## src/rtl/smfp_pkg.sv

```systemverilog
package smfp_pkg;

  localparam logic [7:0] SAME_EXT_TYPE = 8'd251;

  typedef enum logic [9:0] {
    PH_TYPE    = 10'b0000000001,
    PH_OFF_HI  = 10'b0000000010,
    PH_OFF_LO  = 10'b0000000100,
    PH_NLOC_HI = 10'b0000001000,
    PH_NLOC_LO = 10'b0000010000,
    PH_NSTK_HI = 10'b0000100000,
    PH_NSTK_LO = 10'b0001000000,
    PH_TAG     = 10'b0010000000,
    PH_OPD_HI  = 10'b0100000000,
    PH_OPD_LO  = 10'b1000000000
  } phase_t;

  typedef enum logic [2:0] {
    FK_SAME     = 3'd0,
    FK_ONE      = 3'd1,
    FK_ONE_EXT  = 3'd2,
    FK_CHOP     = 3'd3,
    FK_SAME_EXT = 3'd4,
    FK_APPEND   = 3'd5,
    FK_FULL     = 3'd6
  } frame_kind_t;

  typedef enum logic [2:0] {
    RK_HEADER = 3'd0,
    RK_LOCAL  = 3'd1,
    RK_STACK  = 3'd2,
    RK_MARKER = 3'd3,
    RK_ERROR  = 3'd4
  } result_kind_t;

  typedef enum logic {
    ERR_RESERVED_TYPE = 1'b0,
    ERR_BAD_TAG       = 1'b1
  } error_code_t;

  localparam logic [3:0] TAG_OBJECT = 4'd7;
  localparam logic [3:0] TAG_UNINIT = 4'd8;
  localparam logic [3:0] TAG_MAX    = 4'd8;

  typedef struct packed {
    phase_t      phase;
    frame_kind_t current_kind;
    logic [15:0] held_offset;
    logic [15:0] entries_left;
    logic        in_stack_list;
    logic [3:0]  held_tag;
    logic [7:0]  high_byte;
  } state_t;

  typedef struct packed {
    result_kind_t result_kind;
    frame_kind_t  frame_kind;
    logic [15:0]  offset_delta;
    logic [15:0]  item_count;
    logic [3:0]   type_tag;
    logic [15:0]  type_operand;
    error_code_t  error_code;
    logic         frame_done;
  } result_t;

endpackage

```

## src/rtl/smfp_if.sv

```systemverilog
interface smfp_byte_if import smfp_pkg::*; ();
  logic       valid;
  logic       ready;
  logic [7:0] in_byte;

  modport source (output valid, output in_byte, input ready);
  modport sink (input valid, input in_byte, output ready);
endinterface

interface smfp_res_if import smfp_pkg::*; ();
  logic        valid;
  logic        ready;
  logic [2:0]  result_kind;
  logic [2:0]  frame_kind;
  logic [15:0] offset_delta;
  logic [15:0] item_count;
  logic [3:0]  type_tag;
  logic [15:0] type_operand;
  logic        error_code;
  logic        frame_done;

  modport source (output valid, output result_kind, output frame_kind, output offset_delta,
                  output item_count, output type_tag, output type_operand,
                  output error_code, output frame_done, input ready);
  modport sink (input valid, input result_kind, input frame_kind, input offset_delta,
                input item_count, input type_tag, input type_operand,
                input error_code, input frame_done, output ready);
endinterface

```

## src/rtl/smfp_step.sv

```systemverilog
module smfp_step import smfp_pkg::*; (
  input  state_t     st,
  input  logic [7:0] in_byte,
  output state_t     st_next,
  output logic       has_result,
  output result_t    res
);

  logic [15:0] v16;
  logic [15:0] entry_left;
  logic        entry_done;
  phase_t      entry_phase;
  result_kind_t entry_kind;

  assign v16 = {st.high_byte, in_byte};

  always_comb begin
    entry_left = st.entries_left - 16'd1;
    entry_kind = st.in_stack_list ? RK_STACK : RK_LOCAL;
    if (entry_left == 16'd0) begin
      if (st.current_kind == FK_FULL && !st.in_stack_list) begin
        entry_done  = 1'b0;
        entry_phase = PH_NSTK_HI;
      end else begin
        entry_done  = 1'b1;
        entry_phase = PH_TYPE;
      end
    end else begin
      entry_done  = 1'b0;
      entry_phase = PH_TAG;
    end
  end

  always_comb begin
    st_next    = st;
    has_result = 1'b0;
    res        = '0;
    res.result_kind  = RK_HEADER;
    res.frame_kind   = st.current_kind;
    res.offset_delta = st.held_offset;
    res.error_code   = ERR_RESERVED_TYPE;
    case (st.phase)
      PH_OFF_HI: begin
        st_next.high_byte = in_byte;
        st_next.phase     = PH_OFF_LO;
      end
      PH_NLOC_HI: begin
        st_next.high_byte = in_byte;
        st_next.phase     = PH_NLOC_LO;
      end
      PH_NSTK_HI: begin
        st_next.high_byte = in_byte;
        st_next.phase     = PH_NSTK_LO;
      end
      PH_OPD_HI: begin
        st_next.high_byte = in_byte;
        st_next.phase     = PH_OPD_LO;
      end
      PH_OFF_LO: begin
        st_next.held_offset = v16;
        res.offset_delta    = v16;
        case (st.current_kind)
          FK_ONE_EXT: begin
            st_next.entries_left  = 16'd1;
            st_next.in_stack_list = 1'b1;
            st_next.phase         = PH_TAG;
            has_result            = 1'b1;
            res.frame_kind        = FK_ONE_EXT;
            res.item_count        = 16'd1;
          end
          FK_CHOP: begin
            st_next.phase  = PH_TYPE;
            has_result     = 1'b1;
            res.frame_kind = FK_CHOP;
            res.item_count = st.entries_left;
            res.frame_done = 1'b1;
          end
          FK_APPEND: begin
            st_next.in_stack_list = 1'b0;
            st_next.phase         = PH_TAG;
            has_result            = 1'b1;
            res.frame_kind        = FK_APPEND;
            res.item_count        = st.entries_left;
          end
          FK_FULL: begin
            st_next.phase = PH_NLOC_HI;
          end
          default: begin
            st_next.phase  = PH_TYPE;
            has_result     = 1'b1;
            res.frame_kind = FK_SAME_EXT;
            res.frame_done = 1'b1;
          end
        endcase
      end
      PH_NLOC_LO: begin
        st_next.entries_left  = v16;
        st_next.in_stack_list = 1'b0;
        st_next.phase         = (v16 == 16'd0) ? PH_NSTK_HI : PH_TAG;
        has_result            = 1'b1;
        res.frame_kind        = FK_FULL;
        res.item_count        = v16;
      end
      PH_NSTK_LO: begin
        st_next.entries_left  = v16;
        st_next.in_stack_list = 1'b1;
        st_next.phase         = (v16 == 16'd0) ? PH_TYPE : PH_TAG;
        has_result            = 1'b1;
        res.result_kind       = RK_MARKER;
        res.frame_kind        = FK_FULL;
        res.item_count        = v16;
        res.frame_done        = (v16 == 16'd0);
      end
      PH_TAG: begin
        if (in_byte > {4'd0, TAG_MAX}) begin
          st_next.phase        = PH_TYPE;
          st_next.entries_left = 16'd0;
          has_result           = 1'b1;
          res.result_kind      = RK_ERROR;
          res.error_code       = ERR_BAD_TAG;
          res.frame_done       = 1'b1;
        end else if (in_byte[3:0] == TAG_OBJECT || in_byte[3:0] == TAG_UNINIT) begin
          st_next.held_tag = in_byte[3:0];
          st_next.phase    = PH_OPD_HI;
        end else begin
          st_next.entries_left = entry_left;
          st_next.phase        = entry_phase;
          has_result           = 1'b1;
          res.result_kind      = entry_kind;
          res.type_tag         = in_byte[3:0];
          res.frame_done       = entry_done;
        end
      end
      PH_OPD_LO: begin
        st_next.entries_left = entry_left;
        st_next.phase        = entry_phase;
        has_result           = 1'b1;
        res.result_kind      = entry_kind;
        res.type_tag         = st.held_tag;
        res.type_operand     = v16;
        res.frame_done       = entry_done;
      end
      PH_TYPE: begin
        has_result = 1'b1;
        if (in_byte inside {[8'd0:8'd63]}) begin
          st_next.current_kind = FK_SAME;
          st_next.held_offset  = {8'd0, in_byte};
          st_next.phase        = PH_TYPE;
          res.frame_kind       = FK_SAME;
          res.offset_delta     = {8'd0, in_byte};
          res.frame_done       = 1'b1;
        end else if (in_byte inside {[8'd64:8'd127]}) begin
          st_next.current_kind  = FK_ONE;
          st_next.held_offset   = {8'd0, in_byte - 8'd64};
          st_next.entries_left  = 16'd1;
          st_next.in_stack_list = 1'b1;
          st_next.phase         = PH_TAG;
          res.frame_kind        = FK_ONE;
          res.offset_delta      = {8'd0, in_byte - 8'd64};
          res.item_count        = 16'd1;
        end else if (in_byte inside {[8'd128:8'd246]}) begin
          st_next.current_kind = FK_SAME;
          st_next.held_offset  = 16'd0;
          st_next.entries_left = 16'd0;
          st_next.phase        = PH_TYPE;
          res.result_kind      = RK_ERROR;
          res.frame_kind       = FK_SAME;
          res.offset_delta     = 16'd0;
          res.frame_done       = 1'b1;
        end else begin
          has_result    = 1'b0;
          st_next.phase = PH_OFF_HI;
          if (in_byte == 8'd247) begin
            st_next.current_kind = FK_ONE_EXT;
          end else if (in_byte < SAME_EXT_TYPE) begin
            st_next.current_kind = FK_CHOP;
            st_next.entries_left = {8'd0, SAME_EXT_TYPE - in_byte};
          end else if (in_byte == SAME_EXT_TYPE) begin
            st_next.current_kind = FK_SAME_EXT;
          end else if (in_byte < 8'd255) begin
            st_next.current_kind = FK_APPEND;
            st_next.entries_left = {8'd0, in_byte - SAME_EXT_TYPE};
          end else begin
            st_next.current_kind = FK_FULL;
          end
        end
      end
      default: begin
        st_next.phase = PH_TYPE;
      end
    endcase
  end

endmodule

```

## src/rtl/smfp_out_reg.sv

```systemverilog
module smfp_out_reg import smfp_pkg::*; (
  input  logic      clk,
  input  logic      rst,
  input  logic      load,
  input  result_t   d,
  output logic      can_load,
  smfp_res_if.source result
);

  logic    valid;
  result_t data;

  assign can_load = !valid || result.ready;

  always_ff @(posedge clk) begin
    if (rst) begin
      valid <= 1'b0;
    end else if (load) begin
      valid <= 1'b1;
    end else if (result.ready) begin
      valid <= 1'b0;
    end
  end

  always_ff @(posedge clk) begin
    if (load) begin
      data <= d;
    end
  end

  assign result.valid        = valid;
  assign result.result_kind  = data.result_kind;
  assign result.frame_kind   = data.frame_kind;
  assign result.offset_delta = data.offset_delta;
  assign result.item_count   = data.item_count;
  assign result.type_tag     = data.type_tag;
  assign result.type_operand = data.type_operand;
  assign result.error_code   = data.error_code;
  assign result.frame_done   = data.frame_done;

endmodule

```

## src/rtl/stack_map_frame_parser.sv

```systemverilog
// Stack map frame parser. Takes one byte of a class-file StackMapTable stream per
// request and gives at most one result per byte: a header per frame, one result per
// local or stack entry, a stack-count marker for full frames, or an error for a
// reserved frame type or a verification tag above 8; frame_done marks the last
// result of a frame. A byte is accepted every cycle unless a held result stalls it;
// its result, if any, passes the byte register, one pass of phase logic and then the
// result register, so the only stall is a held result the sink has not taken.
module stack_map_frame_parser import smfp_pkg::*; (
  input logic       clk,
  input logic       rst,
  smfp_byte_if.sink   stream,
  smfp_res_if.source  result
);

  logic       s1_valid;
  logic [7:0] s1_byte;
  logic       s1_adv;
  logic       can_load;
  logic       has_result;
  state_t     st;
  state_t     st_next;
  result_t    res;

  assign s1_adv       = s1_valid && (!has_result || can_load);
  assign stream.ready = !s1_valid || s1_adv;

  always_ff @(posedge clk) begin
    if (rst) begin
      s1_valid <= 1'b0;
    end else if (stream.valid && stream.ready) begin
      s1_valid <= 1'b1;
    end else if (s1_adv) begin
      s1_valid <= 1'b0;
    end
  end

  always_ff @(posedge clk) begin
    if (stream.valid && stream.ready) begin
      s1_byte <= stream.in_byte;
    end
  end

  always_ff @(posedge clk) begin
    if (rst) begin
      st <= '{phase: PH_TYPE, current_kind: FK_SAME, default: '0};
    end else if (s1_adv) begin
      st <= st_next;
    end
  end

  smfp_step u_step (
    .st         (st),
    .in_byte    (s1_byte),
    .st_next    (st_next),
    .has_result (has_result),
    .res        (res)
  );

  smfp_out_reg u_out (
    .clk      (clk),
    .rst      (rst),
    .load     (s1_adv && has_result),
    .d        (res),
    .can_load (can_load),
    .result   (result)
  );

endmodule

```

## src/flat_wrapper.sv

```systemverilog
// flat-port wrapper written by rule: the top's interface ports become plain ports
module stack_map_frame_parser_flat import smfp_pkg::*;
  (clk, rst, stream_valid, stream_in_byte, stream_ready, result_valid, result_result_kind, result_frame_kind, result_offset_delta, result_item_count, result_type_tag, result_type_operand, result_error_code, result_frame_done, result_ready);
  smfp_byte_if stream_i ();
  smfp_res_if result_i ();
  input logic clk;
  input logic rst;
  input wire logic [$bits(stream_i.valid)-1:0] stream_valid;
  input wire logic [$bits(stream_i.in_byte)-1:0] stream_in_byte;
  output wire logic [$bits(stream_i.ready)-1:0] stream_ready;
  output wire logic [$bits(result_i.valid)-1:0] result_valid;
  output wire logic [$bits(result_i.result_kind)-1:0] result_result_kind;
  output wire logic [$bits(result_i.frame_kind)-1:0] result_frame_kind;
  output wire logic [$bits(result_i.offset_delta)-1:0] result_offset_delta;
  output wire logic [$bits(result_i.item_count)-1:0] result_item_count;
  output wire logic [$bits(result_i.type_tag)-1:0] result_type_tag;
  output wire logic [$bits(result_i.type_operand)-1:0] result_type_operand;
  output wire logic [$bits(result_i.error_code)-1:0] result_error_code;
  output wire logic [$bits(result_i.frame_done)-1:0] result_frame_done;
  input wire logic [$bits(result_i.ready)-1:0] result_ready;
  assign stream_i.valid = stream_valid;
  assign stream_i.in_byte = stream_in_byte;
  assign stream_ready = stream_i.ready;
  assign result_valid = result_i.valid;
  assign result_result_kind = result_i.result_kind;
  assign result_frame_kind = result_i.frame_kind;
  assign result_offset_delta = result_i.offset_delta;
  assign result_item_count = result_i.item_count;
  assign result_type_tag = result_i.type_tag;
  assign result_type_operand = result_i.type_operand;
  assign result_error_code = result_i.error_code;
  assign result_frame_done = result_i.frame_done;
  assign result_i.ready = result_ready;
  stack_map_frame_parser u_core (.clk(clk), .rst(rst), .stream(stream_i), .result(result_i));
endmodule
```

## config.mk

```make
export PLATFORM = sky130hd
export DESIGN_NAME = stack_map_frame_parser_flat
export DESIGN_NICKNAME = d
export VERILOG_FILES = /design/src/rtl/smfp_pkg.sv /design/src/rtl/smfp_if.sv /design/src/rtl/smfp_step.sv /design/src/rtl/smfp_out_reg.sv /design/src/rtl/stack_map_frame_parser.sv /design/src/flat_wrapper.sv
export SDC_FILE = /design/constraint.sdc
export NUM_CORES = 1
export LEC_CHECK = 0
export ABC_CLOCK_PERIOD_IN_PS = 4000
export BUFFER_PORTS_ARGS = -buffer_cell sky130_fd_sc_hd__buf_2
export CORE_UTILIZATION = 45
export CTS_CLUSTER_SIZE = 16
export DETAILED_ROUTE_END_ITERATION = 10
export MAX_ROUTING_LAYER = met4
export PLACE_DENSITY_LB_ADDON = 0.05
export SYNTH_ARGS = -nofsm -noshare
export SYNTH_HDL_FRONTEND = slang
export SYNTH_SLANG_ARGS = --single-unit
```

## constraint.sdc

```tcl
create_clock -name clk -period 4 [get_ports clk]
set_input_delay 0.2 -clock clk [delete_from_list [all_inputs] [get_ports clk]]
set_output_delay 0.2 -clock clk [all_outputs]
set_load 0.02 [all_outputs]
```

==> results_dict.tcl, run 1 <==
set metrics [dict create \
    required_ns 4.35 \
    p_sw_uw 1023 \
    routed_wl_mm 19.75 \
    tns_ns 0 \
    synth_most_common_cell "nand2_1" \
    nets 786 \
    rsz0062_at_grt "false" \
    leakage_uw 0.003179 \
    tightest_slew_ns 0.8349 \
    crit_arrival_ns 3.84 \
    drv_cap 0 \
    num_rows 44 \
    die_x_um 125.9 \
    cts_tree "built" \
    crit_path_top_delay_cell "or3_1" \
    crit_chain "inv_1 > ha_1 > and4bb_1 > a22oi_2 > a32o_2 > o41ai_4 > nand4_4 > or3_1 > o2bb2ai_2" \
    dieHeight_um 125.9 \
    period_share 0.8713 \
    synth-edff-count 68 \
    overflow 0 \
    cts-buffers-inserted 17 \
    dieArea_sq_um 15840 \
    critPathMaxStageDelay_ns 0.68 \
    seq_area_frac_synth 0.4698 \
    period_needed_ns 3.485 \
    ys_ff_latch 128 \
    grt_start_max_net_pins 57 \
    drtAntennaViolNets 0 \
    wire_per_inst_um 20.62 \
    status "finished clean" \
    drive_above_1_share 0.2054 \
    ys.flop_type "edfxtp_1" \
    fin_worst_skew_ns 0.01323 \
    slew_viol_final 0 \
    synth_fp_nets 730 \
    seq_area_sq_um 3243 \
    synthTopCellsByCount "84 x nand2_1, 68 x edfxtp_1, 60 x dfxtp_1, 60 x nor2_1, 48 x a21oi_1" \
    synth_area_leaders "edfxtp_1 30%, dfxtp_1 17%, nand2_1 4.6%, a22o_1 4.1%, a21oi_1 3.5%" \
    finalWeightedCongestion 0.8993 \
    power_density_nw_per_um2 451.3 \
    post_cts_buffers 0 \
    clkTransAtPathRegs_ns 0.07 \
    p_clk_frac 0.437 \
    yosysTopAreaCell "edfxtp_1" \
    antenna_cells 0 \
    syn2layout_area_growth_pct 15.17 \
    timing.fmax_mhz 286.9 \
    dr.pass1.iters 7 \
    crit_path_start_kind "register" \
    yosysWarnings 0 \
    drt_iter0_drc 606 \
    drc_errors 0 \
    port_buffers 73 \
    cts_hold_buffers 8 \
    p_comb_frac 0.141 \
    placed_area_sq_um 7269 \
    multi_input_area_sq_um 3261 \
    track_usage 0.2653 \
    synth-async-reset-ratio 0 \
    crit_buf_inv 1 \
    pwr-share-seq 0.422 \
    dp_hpwl_mm 13.86 \
    antenna_found_initial 0 \
    syn_inst 705 \
    vias 5833 \
    crit_path_end_kind "register" \
    finalSetupViolations 0 \
    initial_core_util 0.4679 \
    netSwitchingFraction 0.2852 \
    irDropWorstVdd_mv 0.2377 \
    grt_pass1_vias 5409 \
    cts_sinks 128 \
    clockBufferDepth 2 \
    power.total_uw 3588 \
    via_per_inst 6.089 \
    clk_latency_ns 0.43 \
    whs_ns 0.03685 \
    avgSynthCellArea_sq_um 9.791 \
    hold_path_class "input pin to register" \
    coreArea_sq_um 14750 \
    intPower_uw 2564 \
    crit_family "simple AND/OR/NAND/NOR gates" \
    fin_area_sq_um 7950 \
    synth_top_area_share 0.2958 \
    crit_type "register to register" \
    grt_pass1_wl_mm 30.91 \
    slew_headroom 0.4391 \
    yosysUniqueCellTypes 85 \
    cts_root_buf "clkbuf_16" \
    worst-path-max-fanout 11 \
    n_fill_cell 1364 \
    netlist_area_sq_um 6903 \
    final-hold-violation-count 0 \
    pin_count 74 \
    cts_resized 0 \
    ctsHtreeMaxLevel 4 \
]
==> cell usage in the layout (no fill, tap or decap), types with 11 or more instances in the layout <==
cell type / n
dfxtp_1: 60
buf_2: 73
buf_4: 13
o21ai_0: 26
xnor2_1: 12
ha_1: 13
clkbuf_16: 17
and3_1: 11
nor3_1: 19
nand3_1: 29
edfxtp_1: 68
a22o_1: 32
a21oi_1: 48
nand2_1: 84
nor2_1: 60
inv_1: 14
==> worst paths after layout <==
path,from,endpoint,slack (ns),cells past startpoint
max,u_core.s1_byte[7],u_core.st[21],0.51,9
min,stream_valid,u_core.s1_valid,0.04,3
max reg2reg,u_core.s1_byte[7],u_core.st[21],0.51,9
min reg2reg,u_core.st[40],u_core.st[40],0.45,2
==> layout make-up <==
type / count / area share
tap: 184 / 0.02896
inverter: 14 / 0.006610
sequential: 128 / 0.4079
timing repair buffer: 95 / 0.07082
multi-input combinational: 505 / 0.4101
clock buffer: 17 / 0.05351
clock inverter: 15 / 0.02203
==> power by group through the flow <==
| stage | Sequential, uW | Clock [uW] | Combinational (uW) |
|---|---|---|---|
| after CTS | 1510 | 1590 | 501 |
| after global routing | 1520 | 1650 | 545 |
| final | 1510 | 1570 | 505 |
| after floorplan | 1570 | 0 | 311 |
| after global placement | 1540 | 0 | 492 |
| after detailed placement | 1540 | 0 | 494 |
==> logic make-up after synthesis <==
| family | share of synthesized area |
|---|---|
| multiplexers | 0.01305 |
| AO/OA/AOI/OAI | 0.1852 |
| AND/OR/NAND/NOR | 0.2253 |
| buffers and inverters | 0.05782 |
| XOR/XNOR | 0.02520 |
| adder cells (fa/ha/maj) | 0.02356 |
| flip-flops | 0.4698 |
==> registers in the layout, indices dropped and copies added (netlist names) <==
signal and cells:
u_core.u_out.result.offset_delta 16, u_core.u_out.result.valid 1, u_core.u_out.result.result_kind 3, u_core.st 58, u_core.u_out.result.frame_done 1, u_core.u_out.result.type_operand 16, u_core.u_out.result.type_tag 4, u_core.s1_valid 1
u_core.u_out.result.error_code 1, u_core.u_out.result.frame_kind 3, u_core.u_out.result.item_count 16, u_core.s1_byte 8
==> stage by stage <==
step	util	std cells	worst slack, ns
after floorplan	-	705	0.4056
after global placement	0.4927	918	0.7157
after detailed placement	0.4927	918	0.5448
after CTS	0.5388	958	0.5192
after global routing	0.5388	958	0.2800
final	0.5388	958	0.5150
==> worst register-to-register path, cell delays in order (launching register included) <==
cell and delay [ns]:
edfxtp_1 0.55, inv_1 0.26, ha_1 0.38, and4bb_1 0.28, a22oi_2 0.12, a32o_2 0.32
o41ai_4 0.36, nand4_4 0.24, or3_1 0.69, o2bb2ai_2 0.23
==> layer usage <==
metal  vias up  track usage  wire (um)
met5         -            -          0
met4         0      0.09213        439
met3        42      0.04418       1287
met2       281       0.3958       8972
met1      2795       0.3652       9055
li1       2715            -          -
Power figures use the tool's default switching activity.
==> run 2: changes to the inputs <==
--- a/config.mk
+++ b/config.mk
@@ -5,7 +5,7 @@
 export SDC_FILE = /design/constraint.sdc
 export NUM_CORES = 1
 export LEC_CHECK = 0
-export ABC_CLOCK_PERIOD_IN_PS = 4000
+export ABC_CLOCK_PERIOD_IN_PS = 3400
 export BUFFER_PORTS_ARGS = -buffer_cell sky130_fd_sc_hd__buf_2
 export CORE_UTILIZATION = 45
 export CTS_CLUSTER_SIZE = 16
==> constraint.sdc (replaced) <==
create_clock -name clk -period 3.4 [get_ports clk]
set_input_delay 0.17 -clock clk [delete_from_list [all_inputs] [get_ports clk]]
set_output_delay 0.17 -clock clk [all_outputs]
set_load 0.02 [all_outputs]
==> run 2 against run 1 <==
Compared with the run above:
- clock power grew 6%
- non-clock buffer count grew 22
- register-to-register slack lost 0.19 ns
- fmax grew 13%
- final area grew 1.7%
- utilization grew 0.90 points
- sequential cell count is the same
- largest power group is now registers
- setup slack lost 0.19 ns
- total power grew 14%
- highest routed layer unchanged
==> results_dict.tcl, run 2 (synthesized netlist as in run 1, its figures left out) <==
set metrics [dict create \
    crit_chain "buf_4 > ha_1 > a21oi_1 > nor3_1 > a211oi_2 > or4_4 > a21bo_1 > or4b_1 > a21oi_1" \
    dieHeight_um 125.9 \
    final-hold-violation-count 0 \
    slew_headroom 0.4759 \
    fin_area_sq_um 8083 \
    clkTransAtPathRegs_ns 0.06 \
    crit_path_end_kind "register" \
    cts_root_buf "clkbuf_16" \
    vias 5851 \
    die_x_um 125.9 \
    crit_family "simple AND/OR/NAND/NOR gates" \
    crit_arrival_ns 3.44 \
    hold_path_class "input pin to register" \
    num_rows 44 \
    crit_path_start_kind "register" \
    place_ws_ns 0.3551 \
    clockBufferDepth 2 \
    drtAntennaViolNets 0 \
    initial_core_util 0.4679 \
    leakage_uw 0.003249 \
    grt_pass1_wl_mm 31.40 \
    cp_common_cell "a21oi_1" \
    status "finished clean" \
    drc_errors 0 \
    regMostFlops "u_core.st" \
    power_density_nw_per_um2 504.5 \
    ctsHtreeMaxLevel 4 \
    wire_per_inst_um 20.39 \
    overflow 0 \
    crit_buf_inv 1 \
    routed_wl_mm 19.99 \
    final_common_cell "nand2_1" \
    rsz0062_at_grt "false" \
    whs_ns 0.06001 \
    port_buffers 73 \
    placed_area_sq_um 7453 \
    via_per_inst 5.970 \
    grt_pass1_vias 5364 \
    clk_latency_ns 0.44 \
    dp_hpwl_mm 14.12 \
    tightest_slew_ns 0.7753 \
    irDropWorstVdd_mv 0.3463 \
    cts_tree "built" \
    required_ns 3.77 \
    drive_above_1_share 0.2236 \
    crit_type "register to register" \
    coreArea_sq_um 14750 \
    final_cell_mix "84 x nand2_1, 73 x buf_2, 68 x edfxtp_1, 60 x nor2_1, 60 x dfxtp_1" \
    antenna_found_initial 0 \
    period_needed_ns 3.078 \
    fin_worst_skew_ns 0.02019 \
    cts-buffers-inserted 17 \
    slew_viol_final 0 \
    antenna_cells 0 \
    nets 808 \
    critPathMaxStageDelay_ns 0.61 \
    finalWeightedCongestion 0.9262 \
    post_cts_buffers 0 \
    setup_ws_ns 0.3224 \
    worst-path-max-fanout 12 \
    crit_path_top_delay_cell "or4_4" \
    finalSetupViolations 0 \
    tns_ns 0 \
    syn2layout_area_growth_pct 17.09 \
    drt_iter0_drc 604 \
    largest_reg_flops 58 \
    pin_count 74 \
    dieArea_sq_um 15840 \
    grt_start_max_net_pins 34 \
    cts_sinks 128 \
    track_usage 0.2709 \
    timing.fmax_mhz 324.9 \
    drv_cap 0 \
    dr.pass1.iters 5 \
    period_share 0.9052 \
]
[run 2: area by class of cell]
class	instances	area, sq um
fillers	1377	6671
well taps	184	230.2
clock inverters	13	106.4
flip-flops and latches	128	3243
clock buffers	19	432.9
multi-input cells	505	3262
inverters	14	52.55
repair buffers	117	755.7
[run 2: worst paths after layout]
check	from	end	slack, ns	cells after the start
max	u_core.s1_byte[2]	u_core.st[50]	0.32	9
min	result_ready	u_core.u_out.result.valid	0.06	3
max reg2reg	u_core.s1_byte[2]	u_core.st[50]	0.32	9
min reg2reg	u_core.st[39]	u_core.st[39]	0.45	2
[run 2: what timing repair did]
action | 4_1_cts | 5_1_grt
hold endpoints to repair | 9 | 0
hold buffers | 9 | 0
resized for setup | 0 | 0
[run 2: worst reg2reg max path, cell delays in order (launching register included)]
cell	delay [ns]
edfxtp_1	0.34
buf_4	0.22
ha_1	0.27
a21oi_1	0.12
nor3_1	0.30
a211oi_2	0.15
or4_4	0.61
a21bo_1	0.33
or4b_1	0.54
a21oi_1	0.14
[run 2: metal layers]
layer  track usage  up-vias  routed length [um]
met3       0.04673       27                1304
met2        0.4075      279                8985
met5             -        -                   0
li1              -     2759                   -
met1        0.3706     2786                9361
met4       0.09001        0                 335
[run 2: per-stage QoR]
stage                     power (uW)    util  cells
final                           4078  0.5478    980
after global routing            4235  0.5478    980
after CTS                       4098  0.5478    980
after detailed placement        2426  0.5052    939
after global placement          2422  0.5052    939
after floorplan                 2214       -    705
[run 2: report_power, final]
| group | switching, uW | internal, uW | total, uW |
|---|---|---|---|
| combinational | 426 | 224 | 650 |
| sequential | 40.8 | 1720 | 1760 |
| clock | 727 | 943 | 1670 |
==> run 3: changes to the inputs <==
--- a/config.mk
+++ b/config.mk
@@ -7,6 +7,8 @@
 export LEC_CHECK = 0
 export ABC_CLOCK_PERIOD_IN_PS = 3400
 export BUFFER_PORTS_ARGS = -buffer_cell sky130_fd_sc_hd__buf_2
+export CELL_PAD_IN_SITES_DETAIL_PLACEMENT = 0
+export CELL_PAD_IN_SITES_GLOBAL_PLACEMENT = 1
 export CORE_UTILIZATION = 45
 export CTS_CLUSTER_SIZE = 16
 export DETAILED_ROUTE_END_ITERATION = 10
==> run 3 against run 2 <==
Compared with the run above:
- final area rose by 0.74%
- first-iteration DRC count fell by 8.3%
- clock power rose by 9.6%
- sequential share of layout area fell by 0.30 points
- clock skew fell by 0.0066 ns
- register-to-register slack barely moved
- total power rose by 4.1%
- via count fell by 0.97%
- fmax fell by 0.36%
- sequential power barely moved
- utilization rose by 0.41 points
- global-route usage rose by 0.42 points
- critical endpoint is now u_core.st[28]
- highest routed layer unchanged
==> results_dict.tcl, run 3 (synthesized netlist as in run 1, its figures left out) <==
set metrics [dict create \
    status "finished clean" \
    wire_per_inst_um 20.66 \
    antenna_found_initial 0 \
    crit_path_start_kind "register" \
    final-hold-violation-count 0 \
    worst-path-max-fanout 11 \
    cts_sinks 128 \
    pin_count 74 \
    cts_tree "built" \
    r2r_cells 7 \
    vias 5794 \
    crit_buf_inv 0 \
    final_cell_mix "84 x nand2_1, 73 x buf_2, 68 x edfxtp_1, 60 x nor2_1, 60 x dfxtp_1" \
    finalSetupViolations 0 \
    slew_viol_final 0 \
    drc_errors 0 \
    grt_pass1_vias 5517 \
    period_share 0.9085 \
    antenna_cells 0 \
    tns_ns 0 \
    dp_hpwl_mm 14.55 \
    drv_cap 0 \
    crit_arrival_ns 3.38 \
    crit_chain "nor4b_1 > nand3_1 > nor3b_2 > a31oi_1 > nand4_4 > or3_1 > o21ai_1" \
    clockBufferDepth 2 \
    pwr-share-seq 0.414 \
    crit_family "simple AND/OR/NAND/NOR gates" \
    p_comb_frac 0.156 \
    die_x_um 125.9 \
    routed_wl_mm 20.29 \
    p_sw_uw 1207 \
    required_ns 3.69 \
    crit_end "u_core.st[28]" \
    num_rows 44 \
    drt_iter0_drc 554 \
    finish.utilization 0.5519 \
    dr.pass1.iters 5 \
    slew_headroom 0.5183 \
    placed_area_sq_um 7468 \
    grt_pass1_wl_mm 31.87 \
    nets 810 \
    grt_start_max_net_pins 33 \
    cp.depth 7 \
    tightest_slew_ns 0.7125 \
    critPathMaxStageDelay_ns 0.65 \
    coreArea_sq_um 14750 \
    finalWeightedCongestion 0.9022 \
    grt_util_met2 0.3977 \
    drive_above_1_share 0.2256 \
    cts_root_buf "clkbuf_16" \
    cts-buffers-inserted 17 \
    rr_endpoint "u_core.st[28]" \
    power_density_nw_per_um2 521.5 \
    leakage_uw 0.003288 \
    r2r-start "u_core.st[55]" \
    final_cells 982 \
    fin_area_sq_um 8143 \
    rsz0062_at_grt "false" \
    largest_reg_flops 58 \
    irDropWorstVdd_mv 0.3759 \
    timing.fmax_mhz 323.8 \
    netSwitchingFraction 0.2843 \
    met3_usage 0.05820 \
    via_per_inst 5.900 \
    p_clk_frac 0.430 \
    drtAntennaViolNets 0 \
    track_usage 0.2751 \
    crit_path_end_kind "register" \
    use_met1 0.3853 \
    clk_latency_ns 0.43 \
    intPower_uw 3039 \
    dp.cells 941 \
    final_common_cell "nand2_1" \
    regMostFlops "u_core.st" \
    dieHeight_um 125.9 \
    fin_worst_skew_ns 0.01355 \
    hold_path_class "input pin to register" \
    initial_core_util 0.4679 \
    overflow 0 \
    syn2layout_area_growth_pct 17.96 \
    cp-startpoint "u_core.st[55]" \
    rrSetupSlack_ns 0.31 \
    ctsHtreeMaxLevel 4 \
    period_needed_ns 3.089 \
    crit_path_top_delay_cell "nor4b_1" \
    crit_type "register to register" \
    busiest_layer "met2" \
    port_buffers 73 \
    clkTransAtPathRegs_ns 0.06 \
    dieArea_sq_um 15840 \
]
## run 3: timing repair
action	in CTS	in global routing
gates resized for setup	0	0
hold endpoints to repair	9	0
setup buffers	0	0
setup endpoints to repair	0	0
hold buffers	9	0
## run 3: worst reg2reg max path: cells and delay by family (launching register included)
kind,cells,cell delay [ns]
flops,1,0.63
simple gates,5,2.06
compound gates,2,0.28
## run 3: how the worst min path moves through the flow
stage | from | to | slack [ns] | cells past startpoint
2_1_floorplan | stream_in_byte[0] | u_core.s1_byte[0] | 0.27 | 0
3_3_place_gp | stream_in_byte[4] | u_core.s1_byte[4] | 0.35 | 1
3_5_place_dp | stream_in_byte[5] | u_core.s1_byte[5] | 0.35 | 1
4_1_cts | result_ready | u_core.u_out.result.valid | 0.07 | 3
5_1_grt | result_ready | u_core.u_out.result.valid | 0.11 | 3
6_report | result_ready | u_core.u_out.result.valid | 0.07 | 3
## run 3: routing by layer
metal | vias to the layer above | share of wire
li1 | 2769 | -
met1 | 2767 | 0.49
met2 | 232 | 0.44
met3 | 26 | 0.056
met4 | 0 | 0.018
met5 | - | 0
## run 3: power groups by stage
stage               sequential (uW)  clock (uW)  combinational, uW
CTS                            1760        1840                657
global placement               1790           0                647
floorplan                      1850           0                367
global route                   1770        1920                711
finish                         1760        1830                661
detailed placement             1790           0                647
## run 3: area by class of cell
type	instances	area, sq um
inverter	14	52.55
timing repair buffer	119	770.7
fill	1350	6611
multi-input combinational	505	3262
clock inverter	14	155.1
tap	184	230.2
clock buffer	18	429.2
sequential	128	3243
## run 3: metrics by stage
| step | hold WS [ns] | power (uW) | setup WS, ns |
|---|---|---|---|
| 5_1_grt | 0.1137 | 4393 | 0.1627 |
| 3_5_place_dp | 0.3481 | 2437 | 0.3496 |
| 6_report | 0.06642 | 4246 | 0.3113 |
| 2_1_floorplan | 0.2689 | 2214 | 0.1120 |
| 3_3_place_gp | 0.3469 | 2436 | 0.3871 |
| 4_1_cts | 0.06540 | 4254 | 0.3319 |
